**config.mk**
```make
export PLATFORM = sky130hd
export DESIGN_NAME = i2c_register_access_master_unit
export DESIGN_NICKNAME = d
export VERILOG_FILES = /design/src/i2cram_pkg.sv /design/src/i2cram_seg_decode.sv /design/src/i2c_register_access_master_unit.sv
export SDC_FILE = /design/constraint.sdc
export NUM_CORES = 1
export LEC_CHECK = 0
export BUFFER_PORTS_ARGS = -buffer_cell sky130_fd_sc_hd__buf_2
export CAP_MARGIN = 20
export CORE_MARGIN = 2
export CORE_UTILIZATION = 30
export DETAILED_ROUTE_END_ITERATION = 6
export PLACE_DENSITY = 0.46
export RECOVER_POWER = 25
export SYNTH_ARGS = -nofsm -noshare
export SYNTH_HDL_FRONTEND = slang
export SYNTH_HIERARCHICAL = 1
export SYNTH_SLANG_ARGS = --single-unit
```
**constraint.sdc**
```tcl
create_clock -name clk -period 5.8 [get_ports clk]
set_input_delay 0.29 -clock clk [delete_from_list [all_inputs] [get_ports clk]]
set_output_delay 0.29 -clock clk [all_outputs]
set_load 0.02 [all_outputs]
```
**src/i2cram_pkg.sv**
```systemverilog
// ----------------------------------------------------------------------------
// i2cram_pkg
// Types, codes and segment plan for the I2C register access master.
// ----------------------------------------------------------------------------
package i2cram_pkg;

  // request selector
  localparam logic [1:0] FUNC_TICK  = 2'd0;
  localparam logic [1:0] FUNC_WRITE = 2'd1;
  localparam logic [1:0] FUNC_READ  = 2'd2;

  // byte sources for a send segment
  localparam logic [1:0] SRC_DEVICE   = 2'd0;
  localparam logic [1:0] SRC_REGISTER = 2'd1;
  localparam logic [1:0] SRC_DATA     = 2'd2;
  localparam logic [1:0] SRC_DEV_RD   = 2'd3;

  localparam logic       KIND_WRITE = 1'b0;
  localparam logic       KIND_READ  = 1'b1;

  localparam logic [7:0] RD_BIT_MASK = 8'h01;
  localparam logic [7:0] MSB_MASK    = 8'h80;

  typedef enum logic [2:0] {
    SEG_START,
    SEG_SEND,
    SEG_ACK,
    SEG_RECV,
    SEG_NACK,
    SEG_STOP
  } seg_kind_t;

  // decoded position inside the transaction plan
  typedef struct packed {
    logic      hit;   // step lies inside the plan
    seg_kind_t kind;
    logic [1:0] arg;  // byte source or ack record bit
    logic [4:0] off;  // phase offset inside the segment
  } seg_t;

  typedef struct packed {
    logic [1:0] func;
    logic [7:0] device_byte;
    logic [7:0] register_address;
    logic [7:0] write_data;
    logic       sda_in;
  } in_t;

  typedef struct packed {
    logic       scl_out;
    logic       sda_out;
    logic       busy_res;
    logic       done_res;
    logic [7:0] read_data;
    logic [2:0] ack_bits;
  } out_t;

endpackage

```
**src/i2cram_seg_decode.sv**
```systemverilog
// ----------------------------------------------------------------------------
// i2cram_seg_decode
// Maps the phase step counter onto the segment plan of a write or a read.
// ----------------------------------------------------------------------------
module i2cram_seg_decode import i2cram_pkg::*; (
  input  logic       kind,
  input  logic [6:0] phase_step,
  output seg_t       seg
);

  function automatic seg_t mk(seg_kind_t k, logic [1:0] a, logic [6:0] step,
                              logic [6:0] base);
    seg_t s;
    logic [6:0] d;
    d      = step - base;
    s.hit  = 1'b1;
    s.kind = k;
    s.arg  = a;
    s.off  = d[4:0];
    return s;
  endfunction

  always_comb begin
    seg = '{hit: 1'b0, kind: SEG_STOP, arg: 2'd0, off: 5'd0};
    if (kind == KIND_WRITE) begin
      if (phase_step < 7'd4)        seg = mk(SEG_START, 2'd0, phase_step, 7'd0);
      else if (phase_step < 7'd28)  seg = mk(SEG_SEND, SRC_DEVICE, phase_step, 7'd4);
      else if (phase_step < 7'd31)  seg = mk(SEG_ACK, 2'd0, phase_step, 7'd28);
      else if (phase_step < 7'd55)  seg = mk(SEG_SEND, SRC_REGISTER, phase_step, 7'd31);
      else if (phase_step < 7'd58)  seg = mk(SEG_ACK, 2'd1, phase_step, 7'd55);
      else if (phase_step < 7'd82)  seg = mk(SEG_SEND, SRC_DATA, phase_step, 7'd58);
      else if (phase_step < 7'd85)  seg = mk(SEG_ACK, 2'd2, phase_step, 7'd82);
      else if (phase_step < 7'd88)  seg = mk(SEG_STOP, 2'd0, phase_step, 7'd85);
    end else begin
      if (phase_step < 7'd4)        seg = mk(SEG_START, 2'd0, phase_step, 7'd0);
      else if (phase_step < 7'd28)  seg = mk(SEG_SEND, SRC_DEVICE, phase_step, 7'd4);
      else if (phase_step < 7'd31)  seg = mk(SEG_ACK, 2'd0, phase_step, 7'd28);
      else if (phase_step < 7'd55)  seg = mk(SEG_SEND, SRC_REGISTER, phase_step, 7'd31);
      else if (phase_step < 7'd58)  seg = mk(SEG_ACK, 2'd1, phase_step, 7'd55);
      else if (phase_step < 7'd62)  seg = mk(SEG_START, 2'd0, phase_step, 7'd58);
      else if (phase_step < 7'd86)  seg = mk(SEG_SEND, SRC_DEV_RD, phase_step, 7'd62);
      else if (phase_step < 7'd89)  seg = mk(SEG_ACK, 2'd2, phase_step, 7'd86);
      else if (phase_step < 7'd106) seg = mk(SEG_RECV, 2'd0, phase_step, 7'd89);
      else if (phase_step < 7'd109) seg = mk(SEG_NACK, 2'd0, phase_step, 7'd106);
      else if (phase_step < 7'd112) seg = mk(SEG_STOP, 2'd0, phase_step, 7'd109);
    end
  end

endmodule

```
**src/i2c_register_access_master_unit.sv**
```systemverilog
// ----------------------------------------------------------------------------
// i2c_register_access_master_unit
// Open-drain I2C master for single register writes and reads, one pin
// phase per tick transfer. A write runs 88 ticks, a read 112.
// Each item passes through an input register, then a result register.
// One item per cycle while the output side does not stall.
// Reset: sequencer idle, SCL and SDA released, latched bytes cleared.
// ----------------------------------------------------------------------------
module i2c_register_access_master_unit import i2cram_pkg::*; (
  input  logic clk,
  input  logic rst,
  input  logic in_valid,
  output logic in_stall,
  input  in_t  in_data,
  output logic out_valid,
  input  logic out_stall,
  output out_t out_data
);

  logic       in_vq;
  in_t        in_q;
  logic       advance;

  logic [6:0] phase_step, phase_step_next;
  logic       transaction_kind, transaction_kind_next;
  logic       active, active_next;
  logic [7:0] latched_device, latched_device_next;
  logic [7:0] latched_register, latched_register_next;
  logic [7:0] latched_data, latched_data_next;
  logic [7:0] received_byte, received_byte_next;
  logic [2:0] ack_record, ack_record_next;
  logic       scl_level, scl_level_next;
  logic       sda_level, sda_level_next;
  logic       done_next;

  seg_t       seg;
  logic [7:0] send_byte;
  logic [4:0] bit_mul;
  logic [9:0] mul11;
  logic [2:0] bit_idx;
  logic [4:0] bit_x3;
  logic [4:0] rem3;
  logic [4:0] rx_k;
  logic [2:0] rx_bit;

  assign advance  = in_vq && (!out_valid || !out_stall);
  assign in_stall = in_vq && !advance;

  always_ff @(posedge clk) begin
    if (rst) begin
      in_vq <= 1'b0;
    end else if (!in_stall) begin
      in_vq <= in_valid;
    end
    if (in_valid && !in_stall) begin
      in_q <= in_data;
    end
  end

  i2cram_seg_decode u_decode (
    .kind       (transaction_kind),
    .phase_step (phase_step),
    .seg        (seg)
  );

  // offset / 3 for offsets below 24: (off * 11) >> 5
  assign bit_mul = seg.off;
  assign mul11   = {5'd0, bit_mul} * 10'd11;
  assign bit_idx = mul11[7:5];
  assign bit_x3  = {1'b0, bit_idx, 1'b0} + {2'd0, bit_idx};
  assign rem3    = seg.off - bit_x3;
  assign rx_k    = seg.off - 5'd1;
  assign rx_bit  = rx_k[3:1];

  always_comb begin
    case (seg.arg)
      SRC_DEVICE:   send_byte = latched_device;
      SRC_REGISTER: send_byte = latched_register;
      SRC_DATA:     send_byte = latched_data;
      default:      send_byte = latched_device | RD_BIT_MASK;
    endcase
  end

  always_comb begin
    phase_step_next       = phase_step;
    transaction_kind_next = transaction_kind;
    active_next           = active;
    latched_device_next   = latched_device;
    latched_register_next = latched_register;
    latched_data_next     = latched_data;
    received_byte_next    = received_byte;
    ack_record_next       = ack_record;
    scl_level_next        = scl_level;
    sda_level_next        = sda_level;
    done_next             = 1'b0;

    if (in_q.func == FUNC_TICK) begin
      if (active) begin
        if (!seg.hit) begin
          active_next = 1'b0;
        end else begin
          phase_step_next = phase_step + 7'd1;
          unique case (seg.kind)
            SEG_START: begin
              case (seg.off[1:0])
                2'd0:    sda_level_next = 1'b1;
                2'd1:    scl_level_next = 1'b1;
                2'd2:    sda_level_next = 1'b0;
                default: scl_level_next = 1'b0;
              endcase
            end
            SEG_SEND: begin
              if (rem3 == 5'd0) begin
                sda_level_next = send_byte[3'd7 - bit_idx];
              end else begin
                scl_level_next = (rem3 == 5'd1);
              end
            end
            SEG_ACK: begin
              if (seg.off == 5'd0) begin
                sda_level_next = 1'b1;
              end else if (seg.off == 5'd1) begin
                scl_level_next = 1'b1;
              end else begin
                if (scl_level && in_q.sda_in) begin
                  ack_record_next[seg.arg] = 1'b1;
                end
                scl_level_next = 1'b0;
              end
            end
            SEG_RECV: begin
              if (seg.off == 5'd0) begin
                sda_level_next = 1'b1;
              end else if (!rx_k[0]) begin
                scl_level_next = 1'b1;
              end else begin
                if (scl_level && in_q.sda_in) begin
                  received_byte_next = received_byte | (MSB_MASK >> rx_bit);
                end
                scl_level_next = 1'b0;
              end
            end
            SEG_NACK: begin
              if (seg.off == 5'd0) sda_level_next = 1'b1;
              else scl_level_next = (seg.off == 5'd1);
            end
            SEG_STOP: begin
              if (seg.off == 5'd0) begin
                sda_level_next = 1'b0;
              end else if (seg.off == 5'd1) begin
                scl_level_next = 1'b1;
              end else begin
                sda_level_next  = 1'b1;
                active_next     = 1'b0;
                phase_step_next = 7'd0;
                done_next       = 1'b1;
              end
            end
            default: ;
          endcase
        end
      end
    end else if (in_q.func == FUNC_WRITE || in_q.func == FUNC_READ) begin
      // requests while a sequence runs are dropped
      if (!active) begin
        latched_device_next   = in_q.device_byte;
        latched_register_next = in_q.register_address;
        latched_data_next     = in_q.write_data;
        transaction_kind_next = (in_q.func == FUNC_READ) ? KIND_READ : KIND_WRITE;
        received_byte_next    = 8'd0;
        ack_record_next       = 3'd0;
        phase_step_next       = 7'd0;
        active_next           = 1'b1;
      end
    end
  end

  always_ff @(posedge clk) begin
    if (rst) begin
      phase_step       <= 7'd0;
      transaction_kind <= KIND_WRITE;
      active           <= 1'b0;
      latched_device   <= 8'd0;
      latched_register <= 8'd0;
      latched_data     <= 8'd0;
      received_byte    <= 8'd0;
      ack_record       <= 3'd0;
      scl_level        <= 1'b1;
      sda_level        <= 1'b1;
      out_valid        <= 1'b0;
    end else begin
      if (advance) begin
        phase_step       <= phase_step_next;
        transaction_kind <= transaction_kind_next;
        active           <= active_next;
        latched_device   <= latched_device_next;
        latched_register <= latched_register_next;
        latched_data     <= latched_data_next;
        received_byte    <= received_byte_next;
        ack_record       <= ack_record_next;
        scl_level        <= scl_level_next;
        sda_level        <= sda_level_next;
        out_valid        <= 1'b1;
      end else if (!out_stall) begin
        out_valid <= 1'b0;
      end
    end
  end

  always_ff @(posedge clk) begin
    if (advance) begin
      out_data.scl_out   <= scl_level_next;
      out_data.sda_out   <= sda_level_next;
      out_data.busy_res  <= active_next;
      out_data.done_res  <= done_next;
      out_data.read_data <= received_byte_next;
      out_data.ack_bits  <= ack_record_next;
    end
  end

  // stop completion always leaves the bus released and the master idle
  a_done_idle: assert property (@(posedge clk) disable iff (rst)
    out_valid && out_data.done_res |->
      !out_data.busy_res && out_data.scl_out && out_data.sda_out)
    else $error("done reported without idle, released bus");

  a_step_range: assert property (@(posedge clk) disable iff (rst)
    active |-> phase_step < 7'd112)
    else $error("phase step beyond read plan");

  a_write_range: assert property (@(posedge clk) disable iff (rst)
    active && transaction_kind == KIND_WRITE |-> phase_step < 7'd88)
    else $error("phase step beyond write plan");

  a_idle_step: assert property (@(posedge clk) disable iff (rst)
    $fell(active) && $past(in_vq) |-> phase_step == 7'd0)
    else $error("sequence ended without step clear");

endmodule

```
# [Word-level counts from Yosys, hierarchy flattened]
# Index checks and enable logic that the tools add are counted.
[op_classes] add_sub_neg=17 eq_ne=17 mux=83 bitwise_logic=6 shift=1 mul=1 reduce_logical=23 n_lt_le_gt_ge=17
[op_table] cell="$mux W11" n=20
[op_table] cell="$mux W8" n=9
[op_table] cell="$lt A7 B7 Y1 const B" n=8
[op_table] cell="$mux W7" n=8
[op_table] cell="$sub A5 B5 Y5 const B" n=9
[op_table] cell="$mux W1" n=30
[op_table] cell="$mux W3" n=9
[op_table] cell="$pmux W8 S3" n=1
[op_table] cell="$lt A7 B6 Y1 const B" n=3
[op_table] cell="$lt A7 B5 Y1 const B" n=2
[op_table] cell="$eq A5 B1 Y1 const B" n=2
[op_table] cell="$logic_not A5 Y1" n=2
[op_table] cell="$sub A5 B4 Y5 const B" n=2
[op_table] cell="$mul A5 B4 Y8 const B" n=1
[op_table] cell="$or A8 B8 Y8" n=1
[op_table] cell="$shr A8 B3 Y8 const A" n=1
[op_table] cell="$add A7 B1 Y7 const B" n=1
[op_table] cell="$lt A7 B3 Y1 const B" n=1
[op_table] cell="$eq A2 B1 Y1 const B" n=3
[op_table] cell="$eq A2 B2 Y1 const B" n=3
[op_table] cell="$eq A3 B2 Y1 const B" n=2
[op_table] cell="$eq A3 B3 Y1 const B" n=2
[op_table] cell="$logic_not A2 Y1" n=3
[op_table] cell="$pmux W1 S6" n=1
[op_table] cell="other kinds (27)" n=41
[totals] elab_cells=188 input_bits=31 regBits=90 output_inout_bits=17

# [Depth between registers and ports, before layout]
[depth] depth_word=25 ltp_mapped=28 depth_no_buf=25

# [By module]
# The synthesis kept the hierarchy.
[modules_own_cells] mod="i2c_register_access_master_unit" n_inst=1 cells_per_inst=440 area_per_inst_um2=4419.2 seq_area_each_um2=2222.1
[modules_own_cells] mod="i2cram_seg_decode" n_inst=1 cells_per_inst=200 area_per_inst_um2=1327.5 seq_area_each_um2=0.0

# [Worst setup path after synthesis]
# OpenSTA, ideal clock, no wires.
[synth_timing] kind="register to register" from="register phase_step[1]" to="register scl_level" synth_period_minus_slack_ps=6056 arrival_ps=5933 required_ps=5677 setup_ps=123 setup_slack_ps=-256 path_stages_with_launch=29 cell_sequence="dfxtp_1 -> buf_2 -> inv_1 -> ha_1 -> buf_2 -> clkbuf_1 -> nand2_1 -> o22a_1 -> o221ai_1 -> o21ai_0 -> a22oi_1 -> ha_1 -> fa_1 -> ha_1 -> a21oi_1 -> nand2_1 -> a21o_1 -> a21oi_1 -> xnor2_1 -> fa_1 -> inv_1 -> ha_1 -> nor2b_1 -> o21ai_0 -> a21oi_1 -> or2_2 -> a41oi_1 -> a31oi_1 -> or2_2"
[synth_rtl] element="from (decl)" line="i2c_register_access_master_unit.sv:24" text="logic [6:0] phase_step, phase_step_next;"
[synth_rtl] element="from (signal assigned)" line="i2c_register_access_master_unit.sv:193" text="phase_step <= phase_step_next;"
[synth_rtl] element="to (signal assigned)" line="i2c_register_access_master_unit.sv:201" text="scl_level <= scl_level_next;"
[synth_rtl] element="to (decl)" line="i2c_register_access_master_unit.sv:32" text="logic scl_level, scl_level_next;"

==> run summary <==
Worst hold stages = 1
Fin crit period = 5.63 ns
GRT Residual Overflow = 0
Routed len/inst = 17.1 µm
HP Start = in_data[16]
YS warnings = 6
FP Rows = 50
Port Buf Inserts = 47
CP max FO = 7
Leakage = 0.00296 µW
Reg2Reg Depth = 26
CTS sink cnt = 90
Worst-Skew Late Latency = 0.35 ns
Rel. slew slack = 38.1%
Pwr dens = 184 nW/µm²
Critical Path Most Common Cell = ha_4
Placed Area = 6900 µm²
FF-to-FF Start = phase_step[1]
GP Congestion = 0.926
Worst Hold Path EP = in_q[16]
GRT Total Usage = 17.4%
Worst path required time = 6.03 ns
Vias in the first global route = 5,229
Largest net degree at the start of global routing = 45
Clock Path Buffers = 2
CP Buf/Inv Count = 3
HPWL Detailed = 13,100 µm
Slowest stage cell, crit path = fa_1
Initial antenna violation count = 0
Final Hold Viols = 0
Total CTS buffers = 9
Area grow syn2layout = 32.4%
Post-route DRC violation count = 0
Slew @ Worst Pin = 0.926 ns
Status = complete, no violations
Crit start category = flip-flop
Wirelength, routed = 17,400 µm
Maxcap violations = 0
Initial Utilization = 30.6%
Die span in x = 142 µm
Finished Cell Area = 7610 µm²
WS Path Type = flip-flop to flip-flop
Final Skew = 0.0134 ns
Average cell area after synthesis = 8.98 µm²
Crit path max-delay family = adder cells
Max Slew Vio Count = 0
Final net count = 850
Syn Nets = 714
Clock edge transition at the registers on the reported setup and hold paths = 0.07 ns
Hold Buf Count CTS = 0
WP data arrival = 5.86 ns
Worst R2R End = scl_level
Peak supply drop = 0.210 mV
CP max stage delay = 0.59 ns
Synth Instances = 640
Hold WC Path Type = input port to flip-flop
Total number of vias = 5,260
Ys async rst share = 0%
Top Ports = 48
DIE AREA = 20,300 µm²
R2R Setup Slk = 0.17 ns
Netlist Area Pre-Place = 5750 µm²
Core area = 18,800 µm²
Initial DRC count = 234
Synthesized flop and latch total = 90
1st-pass router iterations = 4
Final setup vio count = 0
Synth cell types = 82
CTS tree = done
Global-route wire length before repair = 27,600 µm
Synth top area share = 21.9%
Post-synth top area cell = edfxtp_1
Root Driver = clkbuf_16
Post-synth top cells = 90 x nand2_1, 62 x a21oi_1, 60 x nor2_1
Vias per inst = 5.18
Share of cells above drive strength 1 = 31.6%
Final Cycle Share = 97.1%
Most common cell in the netlist = nand2_1
Die Height = 142 µm
Synth area leaders = edfxtp_1 22%, dfxtp_1 17%, ha_1 8.7%
Post-DRT Antenna Nets = 0
EDFF count, synth = 42
CP Capture Type = flip-flop
Antenna diodes = 0
Worst hold slack = 0.116 ns
Synth Flop Type = dfxtp_1
Register area share after synthesis = 38.7%
CTS H-tree depth = 3
F_max = 178 MHz
-- layer usage --
layer | wire (µm) | track usage (%)
met3 | 709 | 3.40
met5 | 0 | 0
met4 | 410 | 6.62
met2 | 8180 | 27.6
met1 | 8070 | 23.6
-- repair_timing --
item / in CTS / in global routing
gates resized for setup: 24 / 50
buffers inserted: 9 / 2
pin swaps: 14 / 30
cloned: 0 / 1
setup endpoints to repair: 4 / 4
-- where the power goes --
part / switching (µW) / internal, µW / total (µW)
logic: 78.0 / 46.4 / 124
registers: 11.8 / 690 / 702
clock network: 240 / 337 / 577
total: 330 / 1070 / 1400
-- logic make-up (layout without fill, tap and decap cells) --
| family | after synthesis | after routing | synth area share (%) |
|---|---|---|---|
| buf+inv | 66 | 207 | 6.25 |
| fa+ha+maj | 43 | 43 | 9.75 |
| simple gates | 218 | 218 | 17.8 |
| mux | 11 | 11 | 1.96 |
| compound gates | 191 | 191 | 22.3 |
| flops | 90 | 90 | 38.7 |
| xor+xnor | 21 | 21 | 3.33 |
-- state kept, by name (all words and copies together) (netlist names), 3 cells and up --
signal	count
in_q	27
out_data	15
latched_data	8
latched_device	8
latched_register	8
received_byte	8
phase_step	7
ack_record	3
-- how the worst max path moves through the flow --
stage                     cells past startpoint      endpoint           from
after floorplan                              27     scl_level  phase_step[1]
after global placement                       28  out_data[13]  phase_step[1]
after detailed placement                     28  out_data[13]  phase_step[1]
after CTS                                    26  out_data[13]  phase_step[1]
after global routing                         27  out_data[13]  phase_step[1]
final                                        26     scl_level  phase_step[1]
-- final cells by class --
type                       count  area [µm²]
clock buffer                  11         233
clock inverter                 5        61.3
fill                        1894       11200
inverter                      30         113
multi-input combinational    484        3500
sequential                    90        2230
tap                          234         293
timing repair buffer         161        1180
-- cell usage in the layout, fill, tap and decap left out, types with 9 or more instances in the layout --
cell type / instances
dfxtp_1: 43
edfxtp_1: 42
clkbuf_16: 10
xnor2_1: 10
inv_1: 25
mux2i_1: 9
a21oi_2: 9
a31oi_1: 10
nand2_1: 90
o22ai_1: 11
nand3_1: 9
a21oi_1: 55
ha_1: 28
buf_4: 102
o21ai_0: 13
buf_2: 37
nor2_1: 58
clkbuf_1: 12
-- stage by stage --
stage | cells | setup slack, ns | power, µW | util, % | setup TNS (ns)
after floorplan | 640 | 0.00103 | 793 | - | 0
after global placement | 988 | -0.310 | 836 | 36.8 | -0.947
after detailed placement | 988 | -0.353 | 838 | 36.8 | -1.09
after CTS | 1013 | -0.0208 | 1430 | 39.2 | -0.0208
after global routing | 1015 | -0.116 | 1470 | 40.5 | -0.301
final | 1015 | 0.169 | 1400 | 40.5 | 0
No activity file was read; power rests on OpenSTA's default activity.
